==> src/sv/wsd_pkg.sv <==
// Shared types and codes for the WebSocket frame deframer.
// Used by wsd_parser, wsd_out_reg and websocket_frame_deframer; no dependencies.
`timescale 1ns / 1ps

package wsd_pkg;

    // Result kinds
    localparam logic [1:0] KIND_BYTE   = 2'd0;
    localparam logic [1:0] KIND_EMPTY  = 2'd1;
    localparam logic [1:0] KIND_REJECT = 2'd2;

    // Reject reasons
    localparam logic [1:0] ERR_NONE       = 2'd0;
    localparam logic [1:0] ERR_INCOMPLETE = 2'd1;
    localparam logic [1:0] ERR_FIN        = 2'd2;
    localparam logic [1:0] ERR_LEN64      = 2'd3;

    // 7-bit length field markers
    localparam logic [6:0] LEN7_EXT16 = 7'd126;
    localparam logic [6:0] LEN7_EXT64 = 7'd127;

    localparam logic [2:0] KEY_BYTES = 3'd4;

    typedef struct packed {
        logic [1:0]  kind;
        logic [7:0]  payload_byte;
        logic [3:0]  opcode;
        logic        payload_last;
        logic [15:0] frame_length;
        logic [1:0]  error_code;
    } wsd_result_t;

endpackage

==> src/sv/wsd_parser.sv <==
// Header decoder and payload counter: frame state registers plus next-state logic.
// Depends on wsd_pkg.
`timescale 1ns / 1ps

module wsd_parser
(
    input  logic                clk,
    input  logic                rst_n,
    input  logic                in_fire,
    input  logic [7:0]          data_byte,
    input  logic                chunk_last,
    output logic                res_valid,
    output wsd_pkg::wsd_result_t res
);

    localparam logic [2:0] PH_HDR0    = 3'd0;
    localparam logic [2:0] PH_HDR1    = 3'd1;
    localparam logic [2:0] PH_EXT_HI  = 3'd2;
    localparam logic [2:0] PH_EXT_LO  = 3'd3;
    localparam logic [2:0] PH_KEY     = 3'd4;
    localparam logic [2:0] PH_PAYLOAD = 3'd5;
    localparam logic [2:0] PH_DISCARD = 3'd6;

    logic [2:0]  phase_reg, phase_next;
    logic [3:0]  opcode_reg, opcode_next;
    logic        mask_reg, mask_next;
    logic        fin_reg, fin_next;
    logic [15:0] length_reg, length_next;
    logic [15:0] left_reg, left_next;
    logic [2:0]  key_reg, key_next;

    logic        emit;
    logic        do_len_done;
    logic        do_body;
    logic [2:0]  end_phase;

    always_comb
    begin
        phase_next  = phase_reg;
        opcode_next = opcode_reg;
        mask_next   = mask_reg;
        fin_next    = fin_reg;
        length_next = length_reg;
        left_next   = left_reg;
        key_next    = key_reg;
        emit        = 1'b0;
        do_len_done = 1'b0;
        do_body     = 1'b0;
        end_phase   = chunk_last ? PH_HDR0 : PH_DISCARD;
        res.kind         = wsd_pkg::KIND_BYTE;
        res.payload_byte = 8'h00;
        res.payload_last = 1'b0;
        res.frame_length = 16'h0000;
        res.error_code   = wsd_pkg::ERR_NONE;

        unique case (phase_reg)
            PH_HDR1:
            begin
                mask_next = data_byte[7];
                if (!fin_reg)
                begin
                    emit           = 1'b1;
                    res.kind       = wsd_pkg::KIND_REJECT;
                    res.error_code = wsd_pkg::ERR_FIN;
                    phase_next     = end_phase;
                end
                else if (data_byte[6:0] == wsd_pkg::LEN7_EXT64)
                begin
                    emit           = 1'b1;
                    res.kind       = wsd_pkg::KIND_REJECT;
                    res.error_code = wsd_pkg::ERR_LEN64;
                    phase_next     = end_phase;
                end
                else if (data_byte[6:0] == wsd_pkg::LEN7_EXT16)
                begin
                    phase_next = PH_EXT_HI;
                    if (chunk_last)
                    begin
                        emit           = 1'b1;
                        res.kind       = wsd_pkg::KIND_REJECT;
                        res.error_code = wsd_pkg::ERR_INCOMPLETE;
                        phase_next     = PH_HDR0;
                    end
                end
                else
                begin
                    length_next = {9'd0, data_byte[6:0]};
                    do_len_done = 1'b1;
                end
            end
            PH_EXT_HI:
            begin
                left_next  = {data_byte, 8'h00};
                phase_next = PH_EXT_LO;
                if (chunk_last)
                begin
                    emit           = 1'b1;
                    res.kind       = wsd_pkg::KIND_REJECT;
                    res.error_code = wsd_pkg::ERR_INCOMPLETE;
                    phase_next     = PH_HDR0;
                end
            end
            PH_EXT_LO:
            begin
                length_next = left_reg | {8'h00, data_byte};
                do_len_done = 1'b1;
            end
            PH_KEY:
            begin
                if (key_reg <= 3'd1)
                begin
                    key_next = 3'd0;
                    do_body  = 1'b1;
                end
                else
                begin
                    key_next = key_reg - 3'd1;
                    if (chunk_last)
                    begin
                        emit             = 1'b1;
                        res.kind         = wsd_pkg::KIND_REJECT;
                        res.frame_length = length_reg;
                        res.error_code   = wsd_pkg::ERR_INCOMPLETE;
                        phase_next       = PH_HDR0;
                    end
                end
            end
            PH_PAYLOAD:
            begin
                emit             = 1'b1;
                res.frame_length = length_reg;
                if (left_reg <= 16'd1)
                begin
                    left_next        = 16'd0;
                    phase_next       = end_phase;
                    res.payload_byte = data_byte;
                    res.payload_last = 1'b1;
                end
                else
                begin
                    left_next = left_reg - 16'd1;
                    // a short chunk replaces the byte with a reject
                    if (chunk_last)
                    begin
                        res.kind       = wsd_pkg::KIND_REJECT;
                        res.error_code = wsd_pkg::ERR_INCOMPLETE;
                        phase_next     = PH_HDR0;
                    end
                    else
                    begin
                        res.payload_byte = data_byte;
                    end
                end
            end
            PH_DISCARD:
            begin
                if (chunk_last)
                begin
                    phase_next = PH_HDR0;
                end
            end
            default:
            begin
                // first header byte; the unused code lands here as well
                fin_next    = data_byte[7];
                opcode_next = data_byte[3:0];
                mask_next   = 1'b0;
                length_next = 16'd0;
                left_next   = 16'd0;
                key_next    = 3'd0;
                phase_next  = PH_HDR1;
                if (chunk_last)
                begin
                    emit           = 1'b1;
                    res.kind       = wsd_pkg::KIND_REJECT;
                    res.error_code = wsd_pkg::ERR_INCOMPLETE;
                    phase_next     = PH_HDR0;
                end
            end
        endcase

        // length decoded: skip the key if present, else start the body
        if (do_len_done)
        begin
            if (mask_next)
            begin
                key_next   = wsd_pkg::KEY_BYTES;
                phase_next = PH_KEY;
                if (chunk_last)
                begin
                    emit             = 1'b1;
                    res.kind         = wsd_pkg::KIND_REJECT;
                    res.frame_length = length_next;
                    res.error_code   = wsd_pkg::ERR_INCOMPLETE;
                    phase_next       = PH_HDR0;
                end
            end
            else
            begin
                do_body = 1'b1;
            end
        end

        if (do_body)
        begin
            if (length_next == 16'd0)
            begin
                emit             = 1'b1;
                res.kind         = wsd_pkg::KIND_EMPTY;
                res.payload_last = 1'b1;
                phase_next       = end_phase;
            end
            else
            begin
                left_next  = length_next;
                phase_next = PH_PAYLOAD;
                if (chunk_last)
                begin
                    emit             = 1'b1;
                    res.kind         = wsd_pkg::KIND_REJECT;
                    res.frame_length = length_next;
                    res.error_code   = wsd_pkg::ERR_INCOMPLETE;
                    phase_next       = PH_HDR0;
                end
            end
        end

        res.opcode = opcode_next;
    end

    assign res_valid = in_fire & emit;

    always_ff @(posedge clk or negedge rst_n)
    begin
        if (!rst_n)
        begin
            phase_reg  <= PH_HDR0;
            opcode_reg <= 4'd0;
            mask_reg   <= 1'b0;
            fin_reg    <= 1'b0;
            length_reg <= 16'd0;
            left_reg   <= 16'd0;
            key_reg    <= 3'd0;
        end
        else if (in_fire)
        begin
            phase_reg  <= phase_next;
            opcode_reg <= opcode_next;
            mask_reg   <= mask_next;
            fin_reg    <= fin_next;
            length_reg <= length_next;
            left_reg   <= left_next;
            key_reg    <= key_next;
        end
    end

endmodule

==> src/sv/wsd_out_reg.sv <==
// Result register between the parser and the output stream.
// Depends on wsd_pkg.
`timescale 1ns / 1ps

module wsd_out_reg
(
    input  logic                clk,
    input  logic                rst_n,
    input  logic                load_valid,
    input  wsd_pkg::wsd_result_t load_data,
    output logic                slot_free,
    output logic                out_valid,
    input  logic                out_ready,
    output wsd_pkg::wsd_result_t out_data
);

    logic                 valid_reg;
    wsd_pkg::wsd_result_t data_reg;

    // free when empty or being drained this cycle
    assign slot_free = !valid_reg || out_ready;
    assign out_valid = valid_reg;
    assign out_data  = data_reg;

    always_ff @(posedge clk or negedge rst_n)
    begin
        if (!rst_n)
        begin
            valid_reg <= 1'b0;
        end
        else if (slot_free)
        begin
            valid_reg <= load_valid;
        end
    end

    always_ff @(posedge clk)
    begin
        if (slot_free && load_valid)
        begin
            data_reg <= load_data;
        end
    end

endmodule

==> src/sv/websocket_frame_deframer.sv <==
// WebSocket frame deframer, top level.
// Depends on wsd_pkg, wsd_parser and wsd_out_reg.
//
// Input stream: one received byte per request on s_tdata, s_tlast on the last
// byte of a chunk. Each chunk starts with a frame header (FIN, opcode, mask
// bit, 7-bit length, optional 16-bit extended length, optional 4-byte key).
// Output stream: at most one result per input byte; m_tuser gives the kind
// (payload byte, empty frame, reject), m_tlast the final payload byte or the
// empty frame. A reject may follow payload bytes already sent: drop that frame.
// Bytes after the frame up to the chunk end produce no output.
// A result is registered and appears in the cycle after its byte is accepted.
// Throughput: one byte per cycle unless m_tready stalls the output, set by the
// single output register; the header decode and payload counter update finish
// within the accepting cycle. s_tready is low only while a result is held and
// m_tready is low. Reset clears the frame state to awaiting the first header
// byte and empties the output register.
`timescale 1ns / 1ps

module websocket_frame_deframer
(
    input  logic        clk,
    input  logic        rst_n,
    input  logic        s_tvalid,
    output logic        s_tready,
    input  logic [7:0]  s_tdata,   // [7:0] data_byte
    input  logic        s_tlast,
    output logic        m_tvalid,
    input  logic        m_tready,
    output logic [31:0] m_tdata,   // [7:0] payload_byte, [11:8] opcode,
                                   // [27:12] frame_length, [29:28] error_code
    output logic [1:0]  m_tuser,   // [1:0] kind
    output logic        m_tlast
);

    logic                 in_fire;
    logic                 res_valid;
    wsd_pkg::wsd_result_t res;
    wsd_pkg::wsd_result_t out_res;

    assign in_fire = s_tvalid && s_tready;

    wsd_parser u_parser
    (
        .clk        (clk),
        .rst_n      (rst_n),
        .in_fire    (in_fire),
        .data_byte  (s_tdata),
        .chunk_last (s_tlast),
        .res_valid  (res_valid),
        .res        (res)
    );

    wsd_out_reg u_out_reg
    (
        .clk        (clk),
        .rst_n      (rst_n),
        .load_valid (res_valid),
        .load_data  (res),
        .slot_free  (s_tready),
        .out_valid  (m_tvalid),
        .out_ready  (m_tready),
        .out_data   (out_res)
    );

    assign m_tdata = {2'b00, out_res.error_code, out_res.frame_length,
                      out_res.opcode, out_res.payload_byte};
    assign m_tuser = out_res.kind;
    assign m_tlast = out_res.payload_last;

endmodule

==> config.mk <==
export PLATFORM = sky130hd
export DESIGN_NAME = websocket_frame_deframer
export DESIGN_NICKNAME = d
export VERILOG_FILES = /design/src/sv/wsd_pkg.sv /design/src/sv/wsd_parser.sv /design/src/sv/wsd_out_reg.sv /design/src/sv/websocket_frame_deframer.sv
export SDC_FILE = /design/constraint.sdc
export NUM_CORES = 1
export LEC_CHECK = 0
export ABC_AREA = 1
export ABC_CLOCK_PERIOD_IN_PS = 4830
export BUFFER_PORTS_ARGS = -buffer_cell sky130_fd_sc_hd__buf_2
export CAP_MARGIN = 40
export CORE_ASPECT_RATIO = 1.1
export CORE_MARGIN = 1.5
export CORE_UTILIZATION = 25
export CTS_BUF_LIST = sky130_fd_sc_hd__clkbuf_4 sky130_fd_sc_hd__clkbuf_8
export DETAILED_ROUTE_END_ITERATION = 16
export PLACE_DENSITY = 0.47
export SYNTH_ARGS = -nofsm -noshare
export SYNTH_HDL_FRONTEND = slang
export SYNTH_SLANG_ARGS = --single-unit
==> constraint.sdc <==
create_clock -name clk -period 4.83 [get_ports clk]
set_input_delay 0.966 -clock clk [delete_from_list [all_inputs] [get_ports clk]]
set_output_delay 0.966 -clock clk [all_outputs]
set_load 0.01 [all_outputs]
==> impl_metrics.py <==
metrics = {
    "run_status": {
        "status": "complete, no violations",
    },
    "logic_synthesis": {
        "ys_seq_area_frac": 0.4227,
        "synth_cell_types": 38,
        "synth_edf_count": 33,
        "netlist.area_leader.share": 0.2248,
        "synth_top_cell_by_area": "dfrtp_1",
        "synthTopCellsByCount": "nand2_1 (163), inv_1 (88), nor2_1 (63), o21ai_0 (56), dfrtp_1 (45)",
        "netlist_area_mm2": 0.005009,
        "syn_avg_cell_area_um2": 7.420,
        "synthTopCellsByArea": "dfrtp_1 (22%), edfxtp_1 (20%), nand2_1 (12%)",
        "synth_flop_cell": "dfrtp_1",
        "ys_ff_latch": 78,
        "yosys_warnings": 0,
        "syn_inst": 675,
        "async_reset_ff_frac": 0.5769,
        "yosysMostFrequentCell": "nand2_1",
    },
    "drt": {
        "final_antenna_net_count": 0,
        "drc": 0,
        "num_vias": 4602,
        "drt-vias-per-instance": 4.754,
        "finalWirelength_um": 15310,
        "wl_per_cell_um": 15.81,
        "drt_iter0_drc": 479,
        "drtPass1Iterations": 5,
    },
    "cells_and_area": {
        "drive_gt1_frac": 0.1578,
        "post-route-util": 0.2858,
        "fin_cells": 968,
        "area_delta_synth_final_pct": 12.59,
        "final_nets": 728,
        "largest_reg_flops": 33,
        "num-fill-cells": 2198,
        "antenna_cells": 0,
    },
    "timing": {
        "hold_violations": 0,
        "hold_ws_ns": 0.4919,
        "worstMarginPinSlew_ns": 0.6500,
        "fin_ws_ns": 1.356,
        "tns_ns": 0,
        "maxSlewHeadroom": 0.5667,
        "fin_skew_ns": 0.01126,
        "rsz0062_at_grt": "no",
        "fmax_mhz": 287.9,
        "setup_viol": 0,
        "drv_slew": 0,
        "min_period_ns": 3.474,
        "finalCritPeriodShare": 0.7192,
    },
    "power": {
        "combPwrFrac": 0.550,
        "p_int_mw": 1.874,
        "p_sw_frac": 0.5003,
        "vdd_ir_drop_max_v": 0.0001936,
        "clkPwrFrac": 0.135,
        "power_frac_seq": 0.315,
        "p_switching_mw": 1.877,
        "p_per_area_mw_per_mm2": 665.2,
        "p_leak_nw": 2.606,
    },
    "die": {
        "coreArea_mm2": 0.01973,
        "initial_core_util": 0.2539,
        "die_area_mm2": 0.02089,
        "die-width_um": 138.0,
        "fp.dieH_um": 151.5,
        "io_pins": 50,
        "fp-row-count": 54,
    },
    "global_routing": {
        "overflow": 0,
        "grt_pass1_vias": 4257,
        "grt_usage": 0.1542,
        "grt_pass1_wl_um": 24200,
        "grt_max_degree": 51,
        "antenna_found_initial": 0,
    },
    "worst_setup_path": {
        "worst-setup-path-type": "primary input to register",
        "cp.arrival_ns": 3.49,
        "crit_fanout": 33,
        "start_kind": "primary input",
        "cp.required_ns": 4.85,
        "critPathLaunch": "s_tdata[0]",
        "r2r-start": "u_parser.phase_reg[1]",
        "end_kind": "register",
    },
    "clock_network": {
        "cts_setup_buffers": 0,
        "cts-resized-gates": 0,
        "hold_buffers": 0,
        "clk_pin_slew_ns": 0.09,
        "cts_tree": "built",
        "htree_num_levels": 3,
        "numCtsBuffers": 9,
        "root_buffer": "clkbuf_8",
        "cts_buffer_depth": 2,
        "clock-sinks": 78,
        "worst_skew_pair.late_latency_ns": 0.37,
    },
    "worst_hold_path": {
        "worstHoldStart": "u_parser.opcode_reg[2]",
        "hold_class": "register to register",
    },
    "placed_design": {
        "dp_cells": 952,
        "port_buffers": 47,
        "pre_cts_ws_ns": 0.9900,
        "gp_congestion": 0.8470,
        "dp_hpwl_um": 10880,
    },
    "run": {
        "drv_cap": 0,
    },
}
==> metrics by stage <==
step,cell area [µm²],total power [mW]
after floorplan,5012,2.716
after global placement,5440,3.245
after detailed placement,5440,3.247
after CTS,5639,3.773
after global routing,5639,4.088
final,5639,3.751
==> metal layers <==
metal	track usage	wire, µm
met5	0	0
met4	0.05990	334
met3	0.01697	729
met2	0.2448	6975
met1	0.2146	7264
==> cell families after synthesis <==
family / after synthesis / share of synthesized area
fa+ha+maj: 4 / 0.009993
flops: 78 / 0.4227
other cells: 1 / 0.0007487
compound gates: 130 / 0.1511
buf+inv: 128 / 0.1092
simple gates: 321 / 0.2835
xor+xnor: 13 / 0.02273
==> worst paths after layout <==
| kind | cells past startpoint | end | slack [ns] |
|---|---|---|---|
| worst min-delay path | 2 | u_parser.opcode_reg[2] | 0.49 |
| worst max register to register | 14 | u_out_reg.out_data[14] | 1.68 |
| min in group asynchronous | 2 | u_parser.length_reg[13] | 0.68 |
| worst max-delay path | 17 | u_out_reg.out_data[14] | 1.36 |
| worst min register to register | 2 | u_parser.opcode_reg[2] | 0.49 |
| max in group asynchronous | 2 | u_parser.phase_reg[0] | 3.69 |
==> power by group through the flow <==
stage | Sequential [mW] | Clock [mW] | Combinational [mW]
finish | 1.18 | 0.507 | 2.06
global route | 1.22 | 0.552 | 2.31
CTS | 1.18 | 0.530 | 2.06
detailed placement | 1.20 | 0 | 2.05
global placement | 1.20 | 0 | 2.05
floorplan | 1.21 | 0 | 1.51
==> critical path: stages <==
cell     delay, ns
buf_2         0.14
inv_2         0.17
nand2_1       0.07
nor2_1        0.16
nand2_2       0.11
nand3_1       0.10
nand2_2       0.33
nand2_1       0.17
nand2_1       0.13
nor2_1        0.13
nand2_1       0.07
nor2_2        0.14
nand2_2       0.07
o21ai_0       0.15
nand2_1       0.10
inv_1         0.08
buf_4         0.38
==> cells in the final DEF, fill, tap and decap left out, types with 2 or more instances in the layout <==
master and n:
nand2_1 163, nand3_2 10, nor3_1 15, conb_1 2
clkinv_1 2, a21oi_1 29, nand2_2 16, buf_2 47
dfrtp_1 45, xor2_1 12, clkbuf_4 2, o21ai_2 2
edfxtp_1 33, buf_4 8, o22ai_1 17, nor2_2 5
o21ai_1 3, clkbuf_8 9, nand3_1 41, clkinvlp_4 4
inv_1 88, inv_2 7, ha_1 4, nor4_1 2
a41oi_1 17, o21ai_0 56, nor2_1 63, nand4_1 3
==> final cells by class <==
type | instances | area (µm²) | share of cell area
tap | 252 | 315.3 | 0.05591
clock buffer | 11 | 138.9 | 0.02463
multi-input combinational | 470 | 2349 | 0.4165
sequential | 78 | 2117 | 0.3754
timing repair buffer | 55 | 295.3 | 0.05236
inverter | 97 | 364.1 | 0.06457
clock inverter | 5 | 60.06 | 0.01065
No activity file was read; power rests on OpenSTA's default activity.
